File: src/mtes_pkg.sv
package mtes_pkg;

  localparam int unsigned TimeW  = 28;
  localparam int unsigned SeqLen = 10;
  localparam int unsigned EvMax  = 6;
  localparam int unsigned VlqMax = 4;

  localparam logic OpEvent  = 1'b0;
  localparam logic OpMarker = 1'b1;

  localparam logic [7:0] StatusMask = 8'hf0;
  localparam logic [7:0] NoteOff    = 8'h80;
  localparam logic [7:0] NoteOn     = 8'h90;
  localparam logic [7:0] ContBit    = 8'h80;

  // one queued event: bytes in output order and how many of them there are
  typedef struct packed {
    logic [SeqLen-1:0][7:0] seq;
    logic [3:0]             n;
  } desc_t;

endpackage

File: src/mtes_if.sv
interface mtes_in_if;
  logic        valid;
  logic        ready;
  logic        operation;
  logic [27:0] event_time;
  logic [7:0]  status_byte;
  logic [7:0]  data_byte1;
  logic [7:0]  data_byte2;
  logic [7:0]  data_byte3;
  logic [7:0]  data_byte4;
  logic [7:0]  data_byte5;
  logic [2:0]  byte_count;

  modport source (
    output valid, operation, event_time, status_byte, data_byte1, data_byte2,
           data_byte3, data_byte4, data_byte5, byte_count,
    input  ready
  );
  modport sink (
    input  valid, operation, event_time, status_byte, data_byte1, data_byte2,
           data_byte3, data_byte4, data_byte5, byte_count,
    output ready
  );
endinterface

interface mtes_out_if;
  logic        valid;
  logic        ready;
  logic [7:0]  out_byte;
  logic        last_byte;
  logic [31:0] track_size;

  modport source (
    output valid, out_byte, last_byte, track_size,
    input  ready
  );
  modport sink (
    input  valid, out_byte, last_byte, track_size,
    output ready
  );
endinterface

File: src/mtes_fifo.sv
module mtes_fifo #(
  parameter int unsigned WIDTH = 84,
  parameter int unsigned DEPTH = 4
) (
  input  logic             clk,
  input  logic             rst_n,
  input  logic             push,
  input  logic [WIDTH-1:0] wdata,
  output logic             full,
  input  logic             pop,
  output logic             valid,
  output logic [WIDTH-1:0] rdata
);

  localparam int unsigned PtrW = (DEPTH > 1) ? $clog2(DEPTH) : 1;
  localparam int unsigned CntW = $clog2(DEPTH + 1);

  logic [WIDTH-1:0] mem_r [DEPTH];
  logic [PtrW-1:0]  wr_ptr_r;
  logic [PtrW-1:0]  rd_ptr_r;
  logic [CntW-1:0]  cnt_r;
  logic [PtrW-1:0]  wr_ptr_nxt;
  logic [PtrW-1:0]  rd_ptr_nxt;
  logic             do_push;
  logic             do_pop;

  assign full    = (cnt_r == CntW'(DEPTH));
  assign valid   = (cnt_r != '0);
  assign rdata   = mem_r[rd_ptr_r];
  assign do_push = push && !full;
  assign do_pop  = pop && valid;

  assign wr_ptr_nxt = (wr_ptr_r == PtrW'(DEPTH - 1)) ? '0 : wr_ptr_r + 1'b1;
  assign rd_ptr_nxt = (rd_ptr_r == PtrW'(DEPTH - 1)) ? '0 : rd_ptr_r + 1'b1;

  always_ff @(posedge clk) begin
    if (!rst_n) begin
      wr_ptr_r <= '0;
      rd_ptr_r <= '0;
      cnt_r    <= '0;
    end else begin
      if (do_push) begin
        mem_r[wr_ptr_r] <= wdata;
        wr_ptr_r        <= wr_ptr_nxt;
      end
      if (do_pop) begin
        rd_ptr_r <= rd_ptr_nxt;
      end
      if (do_push && !do_pop) begin
        cnt_r <= cnt_r + 1'b1;
      end else if (do_pop && !do_push) begin
        cnt_r <= cnt_r - 1'b1;
      end
    end
  end

endmodule

File: src/mtes_front.sv
module mtes_front (
  input  logic            clk,
  input  logic            rst_n,
  input  logic            cfg_we,
  input  logic            cfg_wdata,
  mtes_in_if.sink         in_ch,
  input  logic            q_full,
  output logic            q_push,
  output mtes_pkg::desc_t q_desc
);

  logic [mtes_pkg::TimeW-1:0] prev_time_r;
  logic                       marker_seen_r;
  logic                       gating_r;

  logic                       acc;
  logic                       gated;
  logic                       is_note;
  logic [mtes_pkg::TimeW-1:0] delta;
  logic [2:0]                 vlq_n;
  logic [2:0]                 cnt;
  logic [mtes_pkg::VlqMax-1:0][7:0] vlq;
  logic [mtes_pkg::EvMax-1:0][7:0]  ev;
  logic [6:0]                 g0;
  logic [6:0]                 g1;
  logic [6:0]                 g2;
  logic [6:0]                 g3;
  logic [3:0]                 pos;
  logic [3:0]                 rel;

  assign in_ch.ready = !q_full;
  assign acc         = in_ch.valid && in_ch.ready;

  assign gated   = gating_r && !marker_seen_r;
  assign is_note = ((in_ch.status_byte & mtes_pkg::StatusMask) == mtes_pkg::NoteOff) ||
                   ((in_ch.status_byte & mtes_pkg::StatusMask) == mtes_pkg::NoteOn);

  // delta clamps at zero when time runs backwards, and is zero while gated
  always_comb begin
    if (gated || (in_ch.event_time < prev_time_r)) begin
      delta = '0;
    end else begin
      delta = in_ch.event_time - prev_time_r;
    end
  end

  assign g0 = delta[6:0];
  assign g1 = delta[13:7];
  assign g2 = delta[20:14];
  assign g3 = delta[27:21];

  always_comb begin
    if (g3 != '0) begin
      vlq_n = 3'd4;
    end else if (g2 != '0) begin
      vlq_n = 3'd3;
    end else if (g1 != '0) begin
      vlq_n = 3'd2;
    end else begin
      vlq_n = 3'd1;
    end
  end

  always_comb begin
    vlq = '0;
    case (vlq_n)
      3'd4: begin
        vlq[0] = mtes_pkg::ContBit | {1'b0, g3};
        vlq[1] = mtes_pkg::ContBit | {1'b0, g2};
        vlq[2] = mtes_pkg::ContBit | {1'b0, g1};
        vlq[3] = {1'b0, g0};
      end
      3'd3: begin
        vlq[0] = mtes_pkg::ContBit | {1'b0, g2};
        vlq[1] = mtes_pkg::ContBit | {1'b0, g1};
        vlq[2] = {1'b0, g0};
      end
      3'd2: begin
        vlq[0] = mtes_pkg::ContBit | {1'b0, g1};
        vlq[1] = {1'b0, g0};
      end
      default: begin
        vlq[0] = {1'b0, g0};
      end
    endcase
  end

  assign ev[0] = in_ch.status_byte;
  assign ev[1] = in_ch.data_byte1;
  assign ev[2] = in_ch.data_byte2;
  assign ev[3] = in_ch.data_byte3;
  assign ev[4] = in_ch.data_byte4;
  assign ev[5] = in_ch.data_byte5;

  assign cnt = (in_ch.byte_count == 3'd7) ? 3'd6 : in_ch.byte_count;

  // delta bytes first, event bytes right behind them
  always_comb begin
    q_desc.seq = '0;
    q_desc.n   = {1'b0, vlq_n} + {1'b0, cnt};
    pos        = '0;
    rel        = '0;
    for (int k = 0; k < mtes_pkg::SeqLen; k++) begin
      pos = 4'(k);
      rel = pos - {1'b0, vlq_n};
      if (pos < {1'b0, vlq_n}) begin
        q_desc.seq[k] = vlq[pos[1:0]];
      end else if (rel < 4'(mtes_pkg::EvMax)) begin
        q_desc.seq[k] = ev[rel[2:0]];
      end
    end
  end

  assign q_push   = acc && (in_ch.operation == mtes_pkg::OpEvent) && !(gated && is_note);

  always_ff @(posedge clk) begin
    if (!rst_n) begin
      prev_time_r   <= '0;
      marker_seen_r <= 1'b0;
      gating_r      <= 1'b0;
    end else begin
      if (cfg_we) begin
        gating_r <= cfg_wdata;
      end
      if (acc) begin
        if (in_ch.operation == mtes_pkg::OpMarker) begin
          marker_seen_r <= 1'b1;
        end else begin
          prev_time_r <= in_ch.event_time;
        end
      end
    end
  end

endmodule

File: src/mtes_back.sv
module mtes_back (
  input  logic            clk,
  input  logic            rst_n,
  input  logic            q_valid,
  input  mtes_pkg::desc_t q_desc,
  output logic            q_pop,
  mtes_out_if.source      out_ch
);

  mtes_pkg::desc_t cur_r;
  logic            cur_valid_r;
  logic [3:0]      idx_r;
  logic            out_valid_r;
  logic [7:0]      byte_r;
  logic            last_r;
  logic [31:0]     size_r;
  logic [31:0]     total_r;
  logic [31:0]     total_nxt;
  logic            adv;
  logic            is_last;

  assign adv       = cur_valid_r && (!out_valid_r || out_ch.ready);
  assign is_last   = (idx_r == (cur_r.n - 4'd1));
  assign q_pop     = q_valid && (!cur_valid_r || (adv && is_last));
  assign total_nxt = total_r + 32'd1;

  assign out_ch.valid      = out_valid_r;
  assign out_ch.out_byte   = byte_r;
  assign out_ch.last_byte  = last_r;
  assign out_ch.track_size = size_r;

  always_ff @(posedge clk) begin
    if (!rst_n) begin
      cur_valid_r <= 1'b0;
      idx_r       <= '0;
      out_valid_r <= 1'b0;
      total_r     <= '0;
    end else begin
      if (adv) begin
        out_valid_r <= 1'b1;
        byte_r      <= cur_r.seq[idx_r];
        last_r      <= is_last;
        size_r      <= total_nxt;
        total_r     <= total_nxt;
      end else if (out_valid_r && out_ch.ready) begin
        out_valid_r <= 1'b0;
      end
      if (q_pop) begin
        cur_r       <= q_desc;
        cur_valid_r <= 1'b1;
        idx_r       <= '0;
      end else if (adv) begin
        idx_r <= idx_r + 4'd1;
        if (is_last) begin
          cur_valid_r <= 1'b0;
        end
      end
    end
  end

endmodule

File: src/midi_track_event_serializer_top.sv
// Serializes time-ordered MIDI events into track bytes: each event emits its
// delta time as a 1 to 4 byte variable-length quantity followed by 0 to 6
// event bytes, one byte per output transfer, with last_byte on the final byte
// and track_size giving the running byte count. The front end takes one input
// item per cycle while the event queue (QUEUE_DEPTH entries) has room; markers
// and gated note events are consumed there and produce no output. The back
// end sends one byte per cycle through its output register while the receiver
// is ready, so an event takes 1 to 10 output bytes (delta bytes plus event
// bytes), and the output rate sets the sustained throughput. Gating changes
// through cfg_we/cfg_wdata apply to later items.
module midi_track_event_serializer_top #(
  parameter int unsigned QUEUE_DEPTH = 4
) (
  input  logic       clk,
  input  logic       rst_n,
  input  logic       cfg_we,
  input  logic       cfg_wdata,
  mtes_in_if.sink    in_ch,
  mtes_out_if.source out_ch
);

  mtes_pkg::desc_t push_desc;
  mtes_pkg::desc_t pop_desc;
  logic            q_push;
  logic            q_full;
  logic            q_pop;
  logic            q_valid;

  mtes_front u_front (
    .clk       (clk),
    .rst_n     (rst_n),
    .cfg_we    (cfg_we),
    .cfg_wdata (cfg_wdata),
    .in_ch     (in_ch),
    .q_full    (q_full),
    .q_push    (q_push),
    .q_desc    (push_desc)
  );

  mtes_fifo #(
    .WIDTH ($bits(mtes_pkg::desc_t)),
    .DEPTH (QUEUE_DEPTH)
  ) u_queue (
    .clk   (clk),
    .rst_n (rst_n),
    .push  (q_push),
    .wdata (push_desc),
    .full  (q_full),
    .pop   (q_pop),
    .valid (q_valid),
    .rdata (pop_desc)
  );

  mtes_back u_back (
    .clk     (clk),
    .rst_n   (rst_n),
    .q_valid (q_valid),
    .q_desc  (pop_desc),
    .q_pop   (q_pop),
    .out_ch  (out_ch)
  );

endmodule

File: src/flat_wrapper.sv
// flat-port wrapper written by rule: the top's interface ports become plain ports
module midi_track_event_serializer_top_flat 
#(
  parameter int unsigned QUEUE_DEPTH = 4
)
  (clk, rst_n, cfg_we, cfg_wdata, in_ch_valid, in_ch_operation, in_ch_event_time, in_ch_status_byte, in_ch_data_byte1, in_ch_data_byte2, in_ch_data_byte3, in_ch_data_byte4, in_ch_data_byte5, in_ch_byte_count, in_ch_ready, out_ch_valid, out_ch_out_byte, out_ch_last_byte, out_ch_track_size, out_ch_ready);
  mtes_in_if in_ch_i ();
  mtes_out_if out_ch_i ();
  input  logic clk;
  input  logic rst_n;
  input  logic cfg_we;
  input  logic cfg_wdata;
  input wire logic [$bits(in_ch_i.valid)-1:0] in_ch_valid;
  input wire logic [$bits(in_ch_i.operation)-1:0] in_ch_operation;
  input wire logic [$bits(in_ch_i.event_time)-1:0] in_ch_event_time;
  input wire logic [$bits(in_ch_i.status_byte)-1:0] in_ch_status_byte;
  input wire logic [$bits(in_ch_i.data_byte1)-1:0] in_ch_data_byte1;
  input wire logic [$bits(in_ch_i.data_byte2)-1:0] in_ch_data_byte2;
  input wire logic [$bits(in_ch_i.data_byte3)-1:0] in_ch_data_byte3;
  input wire logic [$bits(in_ch_i.data_byte4)-1:0] in_ch_data_byte4;
  input wire logic [$bits(in_ch_i.data_byte5)-1:0] in_ch_data_byte5;
  input wire logic [$bits(in_ch_i.byte_count)-1:0] in_ch_byte_count;
  output wire logic [$bits(in_ch_i.ready)-1:0] in_ch_ready;
  output wire logic [$bits(out_ch_i.valid)-1:0] out_ch_valid;
  output wire logic [$bits(out_ch_i.out_byte)-1:0] out_ch_out_byte;
  output wire logic [$bits(out_ch_i.last_byte)-1:0] out_ch_last_byte;
  output wire logic [$bits(out_ch_i.track_size)-1:0] out_ch_track_size;
  input wire logic [$bits(out_ch_i.ready)-1:0] out_ch_ready;
  assign in_ch_i.valid = in_ch_valid;
  assign in_ch_i.operation = in_ch_operation;
  assign in_ch_i.event_time = in_ch_event_time;
  assign in_ch_i.status_byte = in_ch_status_byte;
  assign in_ch_i.data_byte1 = in_ch_data_byte1;
  assign in_ch_i.data_byte2 = in_ch_data_byte2;
  assign in_ch_i.data_byte3 = in_ch_data_byte3;
  assign in_ch_i.data_byte4 = in_ch_data_byte4;
  assign in_ch_i.data_byte5 = in_ch_data_byte5;
  assign in_ch_i.byte_count = in_ch_byte_count;
  assign in_ch_ready = in_ch_i.ready;
  assign out_ch_valid = out_ch_i.valid;
  assign out_ch_out_byte = out_ch_i.out_byte;
  assign out_ch_last_byte = out_ch_i.last_byte;
  assign out_ch_track_size = out_ch_i.track_size;
  assign out_ch_i.ready = out_ch_ready;
  midi_track_event_serializer_top #(.QUEUE_DEPTH(QUEUE_DEPTH)) u_core (.clk(clk), .rst_n(rst_n), .cfg_we(cfg_we), .cfg_wdata(cfg_wdata), .in_ch(in_ch_i), .out_ch(out_ch_i));
endmodule
File: config.mk
export PLATFORM = sky130hd
export DESIGN_NAME = midi_track_event_serializer_top_flat
export DESIGN_NICKNAME = d
export VERILOG_FILES = /design/src/mtes_pkg.sv /design/src/mtes_if.sv /design/src/mtes_fifo.sv /design/src/mtes_front.sv /design/src/mtes_back.sv /design/src/midi_track_event_serializer_top.sv /design/src/flat_wrapper.sv
export SDC_FILE = /design/constraint.sdc
export NUM_CORES = 1
export LEC_CHECK = 0
export BUFFER_PORTS_ARGS = -buffer_cell sky130_fd_sc_hd__buf_2
export CAP_MARGIN = 15
export CELL_PAD_IN_SITES_DETAIL_PLACEMENT = 0
export CELL_PAD_IN_SITES_GLOBAL_PLACEMENT = 1
export CORE_ASPECT_RATIO = 1.25
export CORE_MARGIN = 3
export CORE_UTILIZATION = 55
export DETAILED_ROUTE_END_ITERATION = 8
export PLACE_DENSITY = 0.91
export SKIP_LAST_GASP = 1
export SLEW_MARGIN = 0
export SYNTH_ARGS = -nofsm -noshare
export SYNTH_HDL_FRONTEND = slang
export SYNTH_SLANG_ARGS = --single-unit
File: constraint.sdc
create_clock -name clk -period 13.31 [get_ports clk]
set_clock_uncertainty 0.1 [all_clocks]
set_input_delay 1.9965 -clock clk [delete_from_list [all_inputs] [get_ports clk]]
set_output_delay 1.9965 -clock clk [all_outputs]
set_load 0.02 [all_outputs]
### Word-level counts from Yosys, hierarchy flattened

Memory sizes are Yosys's and may differ from the RTL's. A register that Yosys moved wholly into a read port is not among the register bits.
Cells that the tools add are included.

* register bits: 116
* output and inout port bits: 43
* input bits: 86
* word-level logic and storage cells: 176
* memory bits (writable): 336
* memories kept: 1

Memories
* u_core.u_queue.mem_r: words 4, width 84, rd ports 1, clocked after memory_dff 1, write ports 1, RTL line mtes_fifo.sv:18 `logic [WIDTH-1:0] mem_r [DEPTH];`

* reductions and logical operators: 38
* equality and inequality tests: 10
* $add $sub $neg: 19
* $lt $le $gt $ge: 31
* multiplexer cells: 62
* bitwise gates (word level): 2

Operators by type and width (count)
* $bmux W8 S3: 10
* $mux W8: 30
* $pmux W8 S3: 2
* $lt A3 B4 Y1 const B: 10
* $lt A4 B3 Y1 const B: 10
* $add A32 B1 Y32 const B: 1
* $bmux W8 S4: 1
* $lt A28 B28 Y1: 1
* $mux W28: 1
* $sub A28 B28 Y28: 1
* $reduce_bool A7 Y1: 3
* $pmux W8 S2: 1
* $sub A3 B3 Y4 const A: 4
* $mux W3: 5
* $logic_and A1 B1 Y1: 13
* $reduce_and A2 Y1: 5
* $eq A3 B3 Y1 const B: 3
* $lt A3 B3 Y1 const A: 3
* $eq A4 B4 Y1 const B: 2
* $lt A4 B3 Y1 const A: 2
* $mux W1: 8
* $reduce_bool A2 Y1: 4
* $sub A1 B3 Y4 const A: 2
* $sub A2 B3 Y4 const A: 2
* other kinds (20): 38

### Longest topological paths before layout

Gate-level depths: netlist of run 1.

* depth after elaboration: 13
* mapped depth: 21
* depth with buffers taken out: 17

### By module

A second synthesis of run 1 with hierarchy kept.

* cell total of the unflattened synthesis: 1826
* area total of the unflattened synthesis: 25194.2 µm²

Modules (own cells, without submodules)
* mtes_fifo: seq. area each 10269.8 µm², times used 1, area each 12594.6 µm², cells an instance 489
* mtes_back: seq. area each 4514.3 µm², times used 1, area each 6849.1 µm², cells an instance 483
* mtes_front: seq. area each 600.6 µm², times used 1, area each 5750.5 µm², cells an instance 854

### Worst setup path after synthesis of run 1

No wires, ideal clock.

* path kind: input-to-reg
* start point: input out_ch_ready
* end point: register u_core.u_back.cur_r[0] (netlist bit), enable pin
* cell stages on the path: 4
* arrival time: 5.962 ns
* path slack: 6.721 ns
* library setup time: 0.527 ns
* buffers on the path: 0
* required time: 12.683 ns
* cells stage by stage: nand2b_1 -> nand2_1 -> a21o_1 -> nor2_1

* word-level cells in the longest chain between the ends: 6

RTL lines
* start: declaration: RTL line flat_wrapper.sv:28 `input wire logic [$bits(out_ch_i.ready)-1:0] out_ch_ready;`
* $logic_or A1 B1 Y1: RTL line mtes_back.sv:22 `assign adv = cur_valid_r && (!out_valid_r || out_ch.ready);`
* $logic_and A1 B1 Y1: RTL line mtes_back.sv:22
* $logic_and A1 B1 Y1: RTL line mtes_back.sv:24 `assign q_pop = q_valid && (!cur_valid_r || (adv && is_last));`
* $logic_or A1 B1 Y1: RTL line mtes_back.sv:24
* $logic_and A1 B1 Y1: RTL line mtes_back.sv:24
* $reduce_and A2 Y1 (no line)
* end signal: assignment: RTL line mtes_back.sv:49 `cur_r <= q_desc;`
* end: declaration: RTL line mtes_back.sv:10 `mtes_pkg::desc_t cur_r;`

Every way passes these cells.
A chain may end at the register's enable or synchronous reset.

==> run_results.csv, run 1 <==
group,metric,value,unit
status,status,"completed",
floorplan,coreArea,43500,sq um
place,io_buffers,128,
global_routing,grt_first_pass_wirelength,97700,um
drt,drc,0,
run,drv_cap,0,
clocking,cts_resized,0,
setup_path,cp_max_fo,36,
floorplan,ioPinCount,129,
yosys,netlist_instances,1801,
timing,hold_viol,0,
pwr,p_sw_share,29.9,%
final_layout,fin_nets,2039,
clocking,cts_buffer_depth,3,
worst_hold_path,min_path_type,"reg2reg",
pwr,powerDensity,178,nW/um^2
yosys,yosys_most_used_dff,"edfxtp_1",
setup_path,critPathCaptureType,"flip-flop",
global_routing,grt_antenna_before_repair,6,
yosys,yosys_warnings,0,
pwr,p_seq_share,45.3,%
drt,routed_wl,63600,um
place,dp.cells,2421,
global_routing,grt_pass1_vias,16300,
yosys,yosysMostFrequentCell,"edfxtp_1",
clocking,cts.clk_slew.worst_paths,60,ps
clocking,cts_setup_buffers,0,
clocking,clockRootBuffer,"clkbuf_16",
clocking,cts_hold_buf,0,
timing,relSlewSlack,24.9,%
timing,worst_pin_slew,1130,ps
timing,finalCritPeriodShare,52.1,%
setup_path,required,13520,ps
yosys,synthesis.nets,1931,
pwr,p_switching,1.46,mW
floorplan,die_y,242,um
timing,finalCriticalPeriod,6940,ps
floorplan,dieArea,47100,sq um
setup_path,path_class,"in2reg",
timing,slew_violations,0,
yosys,syn_area_per_cell,13.6,sq um
setup_path,crit_buf_inv,5,
global_routing,track_usage,26.7,%
floorplan,rows,85,
clocking,clock-sinks,536,
drt,drt-pass1-iter-count,6,
setup_path,crit_chain,"buf_2, inv_1, ha_1, inv_1, fa_1, a21o_1, a221o_1, a21oi_2, nor2_1, or3_1, a211o_1, or4_1, buf_4, nand2_2, inv_1, ha_1, nand2_1, o21ai_0",
pwr,pwr-share-clk,30.4,%
final_layout,regArea,15400,sq um
setup_path,critPathTopFamily,"compound AO/OA/AOI/OAI gates",
pwr,ir_drop,0.111,mV
drt,detail-route-antenna-nets,0,
global_routing,overflow,0,
global_routing,grt_max_degree,72,
pwr,internal-power,3.42,mW
yosys,yosysSeqAreaShare,62.6,%
drt,num_vias,16400,
final_layout,layout.cells.non_filler,2521,
final_layout,drive_gt1_share,20.2,%
drt,vias_per_cell,6.49,
clocking,numCtsBuffers,50,
final_layout,multi_input_area,8620,sq um
yosys,syn-cell-area,24500,sq um
setup_path,start_kind,"input port",
place,place.gp.congestion,0.899,
drt,drtIter0Drc,1812,
yosys,yosysTopAreaCellShare,56.5,%
yosys,ys_ff_latch,536,
final_layout,nFillCells,3074,
yosys,synth-edff-count,461,
yosys,synth_common_cells,"edfxtp_1 (461), nand2_1 (214), a21oi_1 (113)",
timing,fmaxAchievable,0.144,GHz
final_layout,area_growth,12.1,%
yosys,async_flop_share,0,%
setup_path,arrival,7150,ps
setup_path,max_stage_delay,670,ps
pwr,share_comb_of_total_power,24.3,%
timing,hold_ws,352,ps
yosys,synth_area_leaders,"edfxtp_1 (56%), mux4_2 (9.2%), dfxtp_1 (6.1%)",
clocking,clk_latency,590,ps
timing,worst_slack,6370,ps
setup_path,slowest_stage,"ha_1",
floorplan,start_util,56.3,%
yosys,yosysTopAreaCell,"edfxtp_1",
timing,fin_setup_tns,0,ps
pwr,leakagePower,9.29,nW
yosys,synth.distinct_cells,77,
clocking,cts-htree-levels,2,
drt,wl_per_cell,25.2,um
timing,grt_setup_unrepaired,"false",
place,hpwl,42000,um
setup_path,crit_top_cell,"inv_1",
timing,setup_viol,0,
clocking,tritoncts,"done",
place,dp_slack,5910,ps
floorplan,die_w,195,um
==> power by group through the flow <==
stage	combinational (mW)	clock [mW]	sequential, mW
floorplan	0.817	0	2.22
finish	1.19	1.48	2.21
global placement	1.13	0	2.24
CTS	1.18	1.50	2.22
detailed placement	1.16	0	2.25
global route	1.27	1.57	2.23
==> final timing paths <==
kind,endpoint,slack [ps],cells after the start,start
hold reg to reg,u_core.u_front.prev_time_r[13],350,2,u_core.u_front.prev_time_r[13]
setup reg to reg,u_core.u_queue.mem_r[3][72],7620,16,u_core.u_front.prev_time_r[0]
setup / recovery,u_core.u_queue.mem_r[3][72],6370,18,in_ch_event_time[0]
hold / removal,u_core.u_front.prev_time_r[13],350,2,u_core.u_front.prev_time_r[13]
==> cell families (layout without fill, tap and decap cells) <==
family                     count (synthesis)  in the layout  synth area share, %
AOI/OAI and AO/OA                        358            358                 9.64
xor gates and xnor gates                  81             81                 2.89
adders and majority gates                 44             44                 2.34
buffers and inverters                    151            300                 2.52
DFF                                      536            536                 62.6
muxes                                    138            138                 10.8
other                                      0              6                    0
and+or+nand+nor                          493            493                 9.15
==> worst min-delay path, delay by kind of cell, from the launching register on <==
kind / cells / cell delay (ps)
DFF: 1 / 310
and+or+nand+nor: 1 / 50
AOI/OAI and AO/OA: 1 / 50
==> placed cells by master (no fill, tap or decap), drive strengths merged, types with 6 or more instances in the layout <==
master,n
a21oi,115
mux2,17
inv,53
and2,9
nand2b,8
ha,41
nand3,46
bufinv,8
or3,19
xnor2,43
o21ai,62
a211oi,10
a21o,23
o21a,7
dfxtp,75
a32oi,10
diode,6
a221oi,17
clkbuf,60
nor3,20
nor4,11
nand4,13
clkinvlp,8
edfxtp,461
buf,156
a22oi,8
a31oi,15
clkinv,15
o22ai,18
nor2,108
mux4,100
and3,24
xor2,38
mux2i,21
o211ai,25
nand2,215
==> registers in the layout, indices dropped and copies added, names as in the netlist <==
name	count
u_core.u_back.cur_r	84
u_core.u_queue.wr_ptr_r	2
u_core.u_back.total_r	32
u_core.u_front.prev_time_r	28
u_core.u_front.marker_seen_r	1
u_core.u_queue.rd_ptr_r	2
u_core.u_back.cur_valid_r	1
u_core.u_queue.mem_r	336
u_core.u_back.out_ch.valid	1
u_core.u_back.out_ch.out_byte	8
u_core.u_front.gating_r	1
u_core.u_queue.cnt_r	3
u_core.u_back.out_ch.track_size	32
u_core.u_back.idx_r	4
u_core.u_back.out_ch.last_byte	1
==> metal layers <==
metal | part of all wire (%) | track usage, % | vias to the layer above | routed length (um)
met3 | 8.5 | 5.12 | 209 | 5420
met2 | 50 | 45.5 | 946 | 32100
met5 | 0.039 | 0 | - | 25
met4 | 4.1 | 9.65 | 4 | 2610
met1 | 37 | 34.4 | 8059 | 23400
li1 | - | - | 7141 | -
==> final cells by class <==
| type | instances | share of cell area [%] |
|---|---|---|
| repair buffers | 156 | 3.21 |
| clock inverters | 33 | 1.50 |
| flip-flops and latches | 536 | 55.9 |
| well taps | 565 | 2.57 |
| diodes | 6 | 0.0546 |
| multi-input cells | 1114 | 31.4 |
| clock buffers | 60 | 4.69 |
| inverters | 51 | 0.697 |
==> metrics by stage <==
stage	util (%)	total power, mW	cell area (sq um)
after floorplan	-	3.04	24500
final	63.2	4.89	27500
after global routing	63.1	5.07	27500
after global placement	59.1	3.37	25700
after CTS	63.1	4.89	27400
after detailed placement	59.2	3.41	25700
Note: power is estimated with default switching activity, not from simulation.
==> run 2, diff against run 1 <==
--- a/config.mk
+++ b/config.mk
@@ -5,15 +5,16 @@
 export SDC_FILE = /design/constraint.sdc
 export NUM_CORES = 1
 export LEC_CHECK = 0
+export ABC_AREA = 1
 export BUFFER_PORTS_ARGS = -buffer_cell sky130_fd_sc_hd__buf_2
 export CAP_MARGIN = 15
 export CELL_PAD_IN_SITES_DETAIL_PLACEMENT = 0
 export CELL_PAD_IN_SITES_GLOBAL_PLACEMENT = 1
 export CORE_ASPECT_RATIO = 1.25
 export CORE_MARGIN = 3
-export CORE_UTILIZATION = 55
+export CORE_UTILIZATION = 48
 export DETAILED_ROUTE_END_ITERATION = 8
-export PLACE_DENSITY = 0.91
+export PLACE_DENSITY = 0.85
 export SKIP_LAST_GASP = 1
 export SLEW_MARGIN = 0
 export SYNTH_ARGS = -nofsm -noshare
==> constraint.sdc (replaced) <==
create_clock -name clk -period 7.15 [get_ports clk]
set_clock_uncertainty 0.1 [all_clocks]
set_input_delay 1.0725 -clock clk [delete_from_list [all_inputs] [get_ports clk]]
set_output_delay 1.0725 -clock clk [all_outputs]
set_load 0.02 [all_outputs]
==> run 2 against run 1 <==
Combinational power rose to 2.8 times the previous value. Final cell count rose by 36%. Die area rose by 18%. Final area rose by 2.8%. Register-to-register slack got worse by 5200 ps. Critical path type unchanged. Core utilization fell by 8.7 points. Global-route usage fell by 1.8 points. Non-clock buffer count did not move.
==> run_results.csv, run 2 <==
group,metric,value,unit
final_layout,layout.cells.non_filler,3417,
setup_path,slowest_stage,"nand2_4",
clocking,clock-sinks,536,
timing,fmaxAchievable,0.198,GHz
yosys,syn_area_per_cell,9.68,sq um
floorplan,coreArea,51900,sq um
final_layout,regArea,15400,sq um
setup_path,max_stage_delay,440,ps
timing,finalCritPeriodShare,70.8,%
final_layout,fin_nets,2841,
timing,worst_pin_slew,1100,ps
worst_hold_path,min_path_type,"reg2reg",
pwr,ir_drop,0.245,mV
floorplan,die_y,263,um
setup_path,start_kind,"input port",
floorplan,ioPinCount,129,
floorplan,dieArea,55800,sq um
place,dp.cells,3321,
floorplan,rows,93,
final_layout,area_growth,11.2,%
timing,hold_viol,0,
yosys,yosysTopAreaCell,"edfxtp_1",
drt,wl_per_cell,20.6,um
pwr,total_power,10.3,mW
final_layout,fin_util,54.4,%
yosys,synth_area_leaders,"edfxtp_1 (54%), nand2_1 (6.9%), dfxtp_1 (5.9%)",
yosys,yosysMostFrequentCell,"nand2_1",
final_layout,top_register,"u_core.u_queue.mem_r",
setup_path,critPathTopFamily,"simple AND/OR/NAND/NOR gates",
place,placed_cell_area,26600,sq um
pwr,powerDensity,365,nW/um^2
timing,setup_viol,0,
drt,num_vias,19300,
clocking,cts_hold_buf,0,
clocking,cts_setup_buffers,0,
yosys,async_flop_share,0,%
final_layout,antennaDiodeCount,0,
clocking,clockRootBuffer,"clkbuf_16",
final_layout,largest_register_ffs,336,
final_layout,largest_registers,"u_core.u_queue.mem_r x336, u_core.u_back.cur_r x84",
timing,finalCriticalPeriod,5060,ps
place,io_buffers,128,
clocking,numCtsBuffers,53,
drt,drc,0,
global_routing,grt_antenna_before_repair,1,
yosys,synthesis.nets,2756,
global_routing,grt_first_pass_wirelength,107000,um
clocking,cts.clk_slew.worst_paths,60,ps
yosys,yosys_most_used_dff,"edfxtp_1",
setup_path,path_class,"in2reg",
run,drv_cap,0,
yosys,syn-cell-area,25400,sq um
pwr,leakagePower,11.2,nW
setup_path,crit_chain,"buf_2, inv_1, ha_1, inv_1, fa_1, nand3_1, nand3_1, nand2_1, nand3_2, nand2_2, nand2_4, nand2_4, nor2_1, nor2_1, nand2_2, nor2_8, nand2_4, inv_2, ha_1, inv_1, fa_1, xnor2_1",
place,place.gp.congestion,0.916,
drt,drt-pass1-iter-count,5,
global_routing,grt_pass1_vias,18600,
final_layout,nFillCells,4602,
yosys,synth.distinct_cells,47,
global_routing,grt_max_degree,105,
yosys,synth-edff-count,461,
final_layout,postLayoutCellArea,28300,sq um
drt,detail-route-antenna-nets,0,
final_layout,final_common_cell,"nand2_1",
drt,drtIter0Drc,1824,
timing,slew_violations,0,
drt,vias_per_cell,5.66,
clocking,cts_buffer_depth,3,
final_layout,multi_input_area,8500,sq um
global_routing,overflow,0,
place,hpwl,47800,um
final_layout,drive_gt1_share,10.4,%
yosys,yosysTopAreaCellShare,54.5,%
clocking,cts-htree-levels,2,
clocking,tritoncts,"done",
clocking,clk_latency,610,ps
place,dp_slack,1530,ps
yosys,yosys_warnings,0,
timing,fin_setup_tns,0,ps
floorplan,start_util,49.0,%
setup_path,critPathCaptureType,"flip-flop",
yosys,synth_common_cells,"nand2_1 (470), edfxtp_1 (461), nor2_1 (325)",
timing,relSlewSlack,26.5,%
clocking,cts_resized,0,
yosys,ys_ff_latch,536,
setup_path,required,7440,ps
global_routing,track_usage,24.8,%
floorplan,die_w,212,um
final_layout,final_cell_mix,"nand2_1 (470), edfxtp_1 (461), nor2_1 (319)",
drt,routed_wl,70500,um
yosys,netlist_instances,2626,
setup_path,crit_buf_inv,5,
timing,grt_setup_unrepaired,"false",
timing,worst_slack,2090,ps
timing,hold_ws,354,ps
status,status,"completed",
setup_path,arrival,5350,ps
setup_path,cp_max_fo,54,
yosys,yosysSeqAreaShare,60.4,%
run 2: layout make-up:
cell class              instances  share of cell area [%]
inverters                     281                    3.75
clock inverters                26                   0.744
clock buffers                  70                    4.99
multi-input cells            1683                    30.1
well taps                     665                    2.94
repair buffers                156                    3.14
flip-flops and latches        536                    54.3
run 2: per-layer routing:
layer / routed length, um / GRT usage (%) / part of all wire, %
met2: 35200 / 42.5 / 50
met4: 2430 / 8.69 / 3.4
met3: 4610 / 3.47 / 6.5
met1: 28200 / 32.4 / 40
met5: 13 / 0 / 0.018
run 2: cell families after synthesis:
kind of cell             share of synthesized area (%)
AO/OA/AOI/OAI                                     11.7
XOR/XNOR                                          1.38
adder cells (fa/ha/maj)                           2.25
buffers and inverters                             6.38
flip-flops                                        60.4
multiplexers                                     0.630
AND/OR/NAND/NOR                                   17.3
run 2: path summary, 6_finish.rpt:
kind                                   from  slack [ps]                              to  cells past startpoint
max                     in_ch_event_time[0]        2090      u_core.u_queue.mem_r[2][2]                     22
min          u_core.u_front.prev_time_r[10]         350  u_core.u_front.prev_time_r[10]                      2
max reg2reg   u_core.u_front.prev_time_r[0]        2390      u_core.u_queue.mem_r[2][2]                     20
min reg2reg  u_core.u_front.prev_time_r[10]         350  u_core.u_front.prev_time_r[10]                      2
run 2: worst min-delay path: cells and delay by family, from the launching register on:
family / cells / cell delay, ps
flops: 1 / 290
compound gates: 1 / 60
buf+inv: 1 / 60
run 2: report_power, final:
group | internal (mW) | switching (mW)
Sequential | 4.20 | 0.180
Combinational | 0.872 | 2.43
Clock | 1.46 | 1.16
